[config.mk]
export PLATFORM = sky130hd
export DESIGN_NAME = fletcher8_packet_framer_unit
export DESIGN_NICKNAME = d
export VERILOG_FILES = /design/src/rtl/fpf_pkg.sv /design/src/rtl/fletcher8_packet_framer_unit.sv /design/src/rtl/fpf_in_reg.sv /design/src/rtl/fpf_emit.sv
export SDC_FILE = /design/constraint.sdc
export NUM_CORES = 1
export LEC_CHECK = 0
export ABC_AREA = 1
export BUFFER_PORTS_ARGS = -buffer_cell sky130_fd_sc_hd__buf_4
export CORE_UTILIZATION = 23
export DETAILED_ROUTE_END_ITERATION = 6
export GPL_TIMING_DRIVEN = 1
export SLEW_MARGIN = 20
export SYNTH_ARGS = -nofsm -noshare
export SYNTH_HDL_FRONTEND = slang
export SYNTH_SLANG_ARGS = --single-unit
[constraint.sdc]
create_clock -name clk -period 4.7 [get_ports clk]
set_input_delay 0.47 -clock clk [delete_from_list [all_inputs] [get_ports clk]]
set_output_delay 0.47 -clock clk [all_outputs]
set_load 0.05 [all_outputs]
[src/rtl/fpf_pkg.sv]
`default_nettype none

package fpf_pkg;

    localparam int PAYLOAD_BYTES_DEF = 16;
    localparam int BYTE_W            = 8;
    localparam int IDX_W             = 8;

    localparam logic [BYTE_W-1:0] SYNC_0 = 8'h44;
    localparam logic [BYTE_W-1:0] SYNC_1 = 8'h49;
    localparam logic [BYTE_W-1:0] SYNC_2 = 8'h59;
    localparam logic [BYTE_W-1:0] SYNC_3 = 8'h64;

    typedef enum logic [3:0] {
        PH_NEW,
        PH_SYNC0,
        PH_SYNC1,
        PH_SYNC2,
        PH_SYNC3,
        PH_LEN,
        PH_ID,
        PH_DATA,
        PH_SUMA,
        PH_SUMB
    } phase_t;

    typedef struct packed {
        logic              valid;
        logic [BYTE_W-1:0] data;
        logic              first;
        logic              last;
        logic [BYTE_W-1:0] pkt_id;
    } item_t;

    typedef struct packed {
        logic emit;
        logic take;
        logic frame_end;
    } emit_st_t;

endpackage

`default_nettype wire

[src/rtl/fletcher8_packet_framer_unit.sv]
// Path: a payload byte is registered in the input register (fpf_in_reg), then in the output register.
// Throughput: one output byte per cycle from a single output register unless no item is
// held or result_ready stalls; sync, length and id lead a frame's first item, sums its last.
// Reset: rst_n is asynchronous, active low; clears packet_id, byte index, sums, phase
// and valid flags; no clearing pass.
`default_nettype none

module fletcher8_packet_framer_unit
    import fpf_pkg::*;
#(
    parameter int PAYLOAD_BYTES = PAYLOAD_BYTES_DEF
) (
    input  wire logic              clk,
    input  wire logic              rst_n,
    input  wire logic              payload_valid,
    output logic                   payload_ready,
    input  wire logic [BYTE_W-1:0] payload_byte,
    input  wire logic              packet_id_we,
    input  wire logic [BYTE_W-1:0] packet_id_wdata,
    output logic                   result_valid,
    input  wire logic              result_ready,
    output logic [BYTE_W-1:0]      out_byte,
    output logic                   run_last,
    output logic                   frame_last
);

    logic [BYTE_W-1:0] packet_id_reg;
    logic [BYTE_W-1:0] packet_id_next;
    item_t             item;
    emit_st_t          st;

    assign packet_id_next = packet_id_we ? packet_id_wdata : packet_id_reg;

    always_ff @(posedge clk or negedge rst_n)
    begin
        if (!rst_n)
        begin
            packet_id_reg <= '0;
        end
        else
        begin
            packet_id_reg <= packet_id_next;
        end
    end

    fpf_in_reg #(
        .PAYLOAD_BYTES (PAYLOAD_BYTES)
    ) u_in_reg (
        .clk           (clk),
        .rst_n         (rst_n),
        .payload_valid (payload_valid),
        .payload_ready (payload_ready),
        .payload_byte  (payload_byte),
        .packet_id     (packet_id_reg),
        .take          (st.take),
        .item          (item)
    );

    fpf_emit #(
        .PAYLOAD_BYTES (PAYLOAD_BYTES)
    ) u_emit (
        .clk          (clk),
        .rst_n        (rst_n),
        .item         (item),
        .st           (st),
        .result_valid (result_valid),
        .result_ready (result_ready),
        .out_byte     (out_byte),
        .run_last     (run_last),
        .frame_last   (frame_last)
    );

`ifndef ASSERT_OFF
    a_frame_end_run_end: assert property (@(posedge clk) disable iff (!rst_n)
        (result_valid && frame_last) |-> run_last)
        else $error("frame end without item end");

    a_take_needs_emit: assert property (@(posedge clk) disable iff (!rst_n)
        st.take |-> st.emit)
        else $error("item released without emitting");

    a_frame_end_on_last: assert property (@(posedge clk) disable iff (!rst_n)
        st.frame_end |-> (item.valid && item.last))
        else $error("checksum emitted for non-final item");

    a_emit_shows_valid: assert property (@(posedge clk) disable iff (!rst_n)
        st.emit |=> result_valid)
        else $error("emitted byte not presented");
`endif

endmodule

`default_nettype wire

[src/rtl/fpf_in_reg.sv]
`default_nettype none

module fpf_in_reg
    import fpf_pkg::*;
#(
    parameter int PAYLOAD_BYTES = PAYLOAD_BYTES_DEF
) (
    input  wire logic              clk,
    input  wire logic              rst_n,
    input  wire logic              payload_valid,
    output logic                   payload_ready,
    input  wire logic [BYTE_W-1:0] payload_byte,
    input  wire logic [BYTE_W-1:0] packet_id,
    input  wire logic              take,
    output item_t                  item
);

    item_t             item_reg;
    item_t             item_next;
    logic [IDX_W-1:0]  byte_index_reg;
    logic [IDX_W-1:0]  byte_index_next;
    logic              accept;
    logic              is_last;

    assign payload_ready = !item_reg.valid || take;
    assign accept        = payload_valid && payload_ready;
    assign is_last       = (byte_index_reg == IDX_W'(PAYLOAD_BYTES - 1));

    always_comb
    begin
        item_next       = item_reg;
        byte_index_next = byte_index_reg;
        if (take)
        begin
            item_next.valid = 1'b0;
        end
        if (accept)
        begin
            item_next.valid  = 1'b1;
            item_next.data   = payload_byte;
            item_next.first  = (byte_index_reg == '0);
            item_next.last   = is_last;
            item_next.pkt_id = packet_id;
            byte_index_next  = is_last ? '0 : byte_index_reg + 1'b1;
        end
    end

    always_ff @(posedge clk or negedge rst_n)
    begin
        if (!rst_n)
        begin
            item_reg       <= '0;
            byte_index_reg <= '0;
        end
        else
        begin
            item_reg       <= item_next;
            byte_index_reg <= byte_index_next;
        end
    end

    assign item = item_reg;

endmodule

`default_nettype wire

[src/rtl/fpf_emit.sv]
`default_nettype none

module fpf_emit
    import fpf_pkg::*;
#(
    parameter int PAYLOAD_BYTES = PAYLOAD_BYTES_DEF
) (
    input  wire logic              clk,
    input  wire logic              rst_n,
    input  wire item_t             item,
    output emit_st_t               st,
    output logic                   result_valid,
    input  wire logic              result_ready,
    output logic [BYTE_W-1:0]      out_byte,
    output logic                   run_last,
    output logic                   frame_last
);

    localparam logic [BYTE_W-1:0] LEN_BYTE = BYTE_W'(PAYLOAD_BYTES);

    phase_t            phase_reg;
    phase_t            phase_next;
    phase_t            cur;
    phase_t            succ;
    logic [BYTE_W-1:0] sum_a_reg;
    logic [BYTE_W-1:0] sum_a_next;
    logic [BYTE_W-1:0] sum_b_reg;
    logic [BYTE_W-1:0] sum_b_next;
    logic              out_valid_reg;
    logic              out_valid_next;
    logic [BYTE_W-1:0] out_byte_reg;
    logic [BYTE_W-1:0] out_byte_next;
    logic              run_last_reg;
    logic              run_last_next;
    logic              frame_last_reg;
    logic              frame_last_next;
    logic              emit;
    logic              done;
    logic [BYTE_W-1:0] add_val;

    always_comb
    begin
        cur = phase_reg;
        if (phase_reg == PH_NEW)
        begin
            cur = item.first ? PH_SYNC0 : PH_DATA;
        end
    end

    assign emit = item.valid && (!out_valid_reg || result_ready);
    assign done = ((cur == PH_DATA) && !item.last) || (cur == PH_SUMB);

    // next state
    always_comb
    begin
        case (cur)
            PH_SYNC0: succ = PH_SYNC1;
            PH_SYNC1: succ = PH_SYNC2;
            PH_SYNC2: succ = PH_SYNC3;
            PH_SYNC3: succ = PH_LEN;
            PH_LEN:   succ = PH_ID;
            PH_ID:    succ = PH_DATA;
            PH_DATA:  succ = item.last ? PH_SUMA : PH_NEW;
            PH_SUMA:  succ = PH_SUMB;
            default:  succ = PH_NEW;
        endcase
        phase_next = emit ? succ : phase_reg;
    end

    // outputs and sums
    always_comb
    begin
        out_valid_next  = out_valid_reg && !result_ready;
        out_byte_next   = out_byte_reg;
        run_last_next   = run_last_reg;
        frame_last_next = frame_last_reg;
        sum_a_next      = sum_a_reg;
        sum_b_next      = sum_b_reg;
        add_val         = item.data;
        case (cur)
            PH_SYNC0: out_byte_next = SYNC_0;
            PH_SYNC1: out_byte_next = SYNC_1;
            PH_SYNC2: out_byte_next = SYNC_2;
            PH_SYNC3: out_byte_next = SYNC_3;
            PH_LEN:   out_byte_next = LEN_BYTE;
            PH_ID:
            begin
                out_byte_next = item.pkt_id;
                add_val       = item.pkt_id;
            end
            PH_DATA:  out_byte_next = item.data;
            PH_SUMA:  out_byte_next = sum_a_reg;
            PH_SUMB:  out_byte_next = sum_b_reg;
            default:  out_byte_next = item.data;
        endcase
        if (emit)
        begin
            out_valid_next  = 1'b1;
            run_last_next   = done;
            frame_last_next = (cur == PH_SUMB);
            if (cur == PH_LEN)
            begin
                sum_a_next = LEN_BYTE;
                sum_b_next = LEN_BYTE;
            end
            else if ((cur == PH_ID) || (cur == PH_DATA))
            begin
                sum_a_next = sum_a_reg + add_val;
                sum_b_next = sum_b_reg + sum_a_reg + add_val;
            end
        end
        else
        begin
            out_byte_next = out_byte_reg;
        end
    end

    always_ff @(posedge clk or negedge rst_n)
    begin
        if (!rst_n)
        begin
            phase_reg     <= PH_NEW;
            out_valid_reg <= 1'b0;
            sum_a_reg     <= '0;
            sum_b_reg     <= '0;
        end
        else
        begin
            phase_reg     <= phase_next;
            out_valid_reg <= out_valid_next;
            sum_a_reg     <= sum_a_next;
            sum_b_reg     <= sum_b_next;
        end
    end

    always_ff @(posedge clk)
    begin
        out_byte_reg   <= out_byte_next;
        run_last_reg   <= run_last_next;
        frame_last_reg <= frame_last_next;
    end

    assign st.emit      = emit;
    assign st.take      = emit && done;
    assign st.frame_end = emit && (cur == PH_SUMB);

    assign result_valid = out_valid_reg;
    assign out_byte     = out_byte_reg;
    assign run_last     = run_last_reg;
    assign frame_last   = frame_last_reg;

endmodule

`default_nettype wire

==> impl_metrics.sql <==
INSERT INTO impl_metrics (metric_group, metric, value, unit) VALUES
('outcome', 'run_status', 'finished, final reports clean', ''),
('timing', 'setup_viol_count_final', '0', ''),
('final_layout', 'diodes', '0', ''),
('clock_tree', 'htree_num_levels', '3', ''),
('worst_setup_path', 'setup.worst_path.start', 'u_emit.phase_reg[3]', ''),
('synthesis', 'syn-num-nets', '525', ''),
('synthesis', 'prevailing_post_synth_register_cell', 'dfrtp_1', ''),
('worst_setup_path', 'path_cells', 'nor2_2 > nand3_2 > nand2_1 > nand3_1 > a21oi_1 > fa_1 > inv_1 > ha_1 > inv_1 > fa_1 > inv_1 > nand4_1 > nand3_1 > nand2_1 > nand2_1 > nand3b_1 > nand2_1 > nand2_1 > nand2_1', ''),
('final_layout', 'fin_util', '0.276', ''),
('timing', 'timing.fmax', '0.263', 'GHz'),
('placement', 'globalplace.congestion', '0.919', ''),
('worst_setup_path', 'crit_path_frequent_cell', 'nand2_1', ''),
('clock_tree', 'tritoncts.num_buffers', '9', ''),
('clock_tree', 'max-clock-path-buffers', '2', ''),
('clock_tree', 'insertion_delay', '340', 'ps'),
('hold_path', 'holdCritPathClass', 'input pin to async pin', ''),
('floorplan', 'pin_count', '33', ''),
('detailed_routing', 'wl_met2', '4130', 'µm'),
('timing', 'transition_time_of_the_tightest_slew_check_pin', '732', 'ps'),
('detailed_routing', 'ant_nets_after_route', '0', ''),
('synthesis', 'post_synth_xor_area_fraction', '0.0257', ''),
('timing', 'setup_repair_after_global_routing_missed_its_margin', 'false', ''),
('detailed_routing', 'route.top_layer_used', 'met4', ''),
('synthesis', 'ys_warn_count', '0', ''),
('synthesis', 'yosys_register_bits', '66', ''),
('worst_setup_path', 'criticalPathCategory', 'register to register', ''),
('synthesis', 'synthCells', '480', ''),
('detailed_routing', 'drc_errors', '0', ''),
('worst_setup_path', 'critical_path.n_buffers_inverters', '3', ''),
('synthesis', 'largest_family_of_logic_cells_by_synthesized_area', 'simple AND/OR/NAND/NOR gates', ''),
('final_layout', 'finish.instance_area', '4790', 'µm²'),
('synthesis', 'share_of_flip_flops_with_an_asynchronous_set_or_reset', '0.848', ''),
('clock_tree', 'postCtsSetupBuffers', '0', ''),
('timing', 'share_of_the_clock_period_used_by_the_worst_path', '0.810', ''),
('worst_setup_path', 'critical_path.top_delay_family', 'simple AND/OR/NAND/NOR gates', ''),
('final_layout', 'multi_input_comb_area', '1990', 'µm²'),
('worst_setup_path', 'crit_path_end_kind', 'register', ''),
('timing', 'report.final.slew_viol_count', '0', ''),
('final_layout', 'post_route_cells_drive_above_1_share', '0.161', ''),
('placement', 'detailed_place.area', '4500', 'µm²'),
('final_layout', 'fillerInstances', '1856', ''),
('final_layout', 'register_area', '1700', 'µm²'),
('worst_setup_path', 'cp.required', '4930', 'ps'),
('global_route', 'grt_antenna_before_repair', '0', ''),
('clock_tree', 'number_of_sinks_driven_by_the_clock_tree', '66', ''),
('floorplan', 'die_y', '135', 'µm'),
('clock_tree', 'postCtsHoldBufs', '0', ''),
('detailed_routing', 'overall_routed_net_length', '9570', 'µm'),
('floorplan', 'fp-row-count', '48', ''),
('timing', 'hold_ws', '195', 'ps'),
('clock_tree', 'tritoncts_clock_tree', 'built', ''),
('clock_tree', 'clock-root-buffer', 'clkbuf_16', ''),
('flow_run', 'max_cap_viol_count', '0', ''),
('global_route', 'first_global_vias', '3192', ''),
('placement', 'port-buffer-count', '32', ''),
('timing', 'fin_skew', '8.25', 'ps'),
('synthesis', 'syn_area', '4100', 'µm²'),
('timing', 'hold_violations', '0', ''),
('worst_setup_path', 'cp_data_arrival_time', '4030', 'ps'),
('worst_setup_path', 'reg2reg_from', 'u_emit.phase_reg[3]', ''),
('global_route', 'grt-ovfl-total', '0', ''),
('clock_tree', 'worst_setup_hold_path_clk_slew', '50', 'ps'),
('detailed_routing', 'initial_drt_pass_iterations', '5', ''),
('synthesis', 'synth-seq-area-share', '0.415', ''),
('synthesis', 'synth_compound_gate_area_share', '0.0831', ''),
('final_layout', 'largest_register_ffs', '19', ''),
('clock_tree', 'post_cts.resized_instances', '0', ''),
('synthesis', 'synth_simple_gate_area_share', '0.263', ''),
('floorplan', 'die_width', '135', 'µm'),
('floorplan', 'initial_core_util', '0.236', ''),
('floorplan', 'die_footprint', '18300', 'µm²');
-- cells in the final DEF, fill, tap and decap left out, drive strengths merged --
master | synthesis | layout
bufinv | 0 | 1
o22ai | 5 | 5
nor3 | 6 | 6
nand3b | 2 | 2
a21oi | 20 | 20
nand4 | 12 | 12
mux2i | 1 | 1
nand3 | 54 | 54
xor2 | 4 | 4
nor4b | 1 | 1
and2 | 1 | 1
clkinv | 0 | 2
mux2 | 8 | 8
a31oi | 6 | 6
or2 | 1 | 1
buf | 9 | 32
a21o | 2 | 2
nand2 | 124 | 124
edfxtp | 10 | 10
a211oi | 1 | 1
inv | 76 | 76
xnor2 | 8 | 8
o21ai | 20 | 20
ha | 15 | 15
nor2 | 22 | 22
fa | 9 | 9
clkbuf | 2 | 11
a22oi | 2 | 2
o211ai | 3 | 3
clkinvlp | 0 | 2
dfrtp | 56 | 56
-- cells by family after synthesis --
family | count (synthesis)
AND/OR/NAND/NOR | 223
buffers and inverters | 87
flip-flops | 66
AO/OA/AOI/OAI | 59
adder cells (fa/ha/maj) | 24
XOR/XNOR | 12
multiplexers | 9
-- area by class of cell --
| type | instances | share of cell area |
|---|---|---|
| Timing Repair Buffer | 32 | 0.0502 |
| Multi-Input combinational cell | 327 | 0.416 |
| Tap cell | 225 | 0.0588 |
| Clock inverter | 5 | 0.0115 |
| Clock buffer | 11 | 0.0486 |
| Sequential cell | 66 | 0.355 |
| Inverter | 76 | 0.0596 |
-- per-stage QoR --
stage	worst slack, ps	std cells
after floorplan	1380	480
after global placement	1060	726
after detailed placement	940	726
after CTS	936	742
after global routing	539	742
final	893	742
-- per-layer routing --
metal	global-route usage	vias up
li1	-	1635
met1	0.158	1518
met2	0.172	111
met3	0.0262	18
met4	0.0431	0
met5	0	-
-- cells in the mapped netlist, types with 5 or more instances --
library cell / number / area, µm²
a21oi_1: 19 / 95.1
o22ai_1: 5 / 31.3
xnor2_1: 8 / 70.1
o21ai_0: 20 / 100
nand3_2: 13 / 130
mux2_2: 8 / 90.1
nand4_1: 12 / 75.1
ha_1: 15 / 188
edfxtp_1: 10 / 300
a31oi_1: 6 / 37.5
nand3_1: 41 / 205
nand2_1: 120 / 450
nor2_1: 19 / 71.3
dfrtp_1: 56 / 1400
inv_2: 5 / 18.8
fa_1: 9 / 180
inv_1: 71 / 267
-- final timing paths --
path                                               to  slack (ps)  cells past startpoint
max                               u_emit.sum_b_reg[7]         890                     19
min                        u_in_reg.byte_index_reg[7]         190                      1
max reg2reg                       u_emit.sum_b_reg[7]         890                     19
min reg2reg                          u_in_reg.item[9]         470                      2
max in group asynchronous         u_emit.sum_b_reg[0]        4010                      1
min in group clk                    u_in_reg.item[12]         370                      3
Power is not shown: default switching activity piles up to over one toggle a cycle in this logic, so the estimate is an artifact.
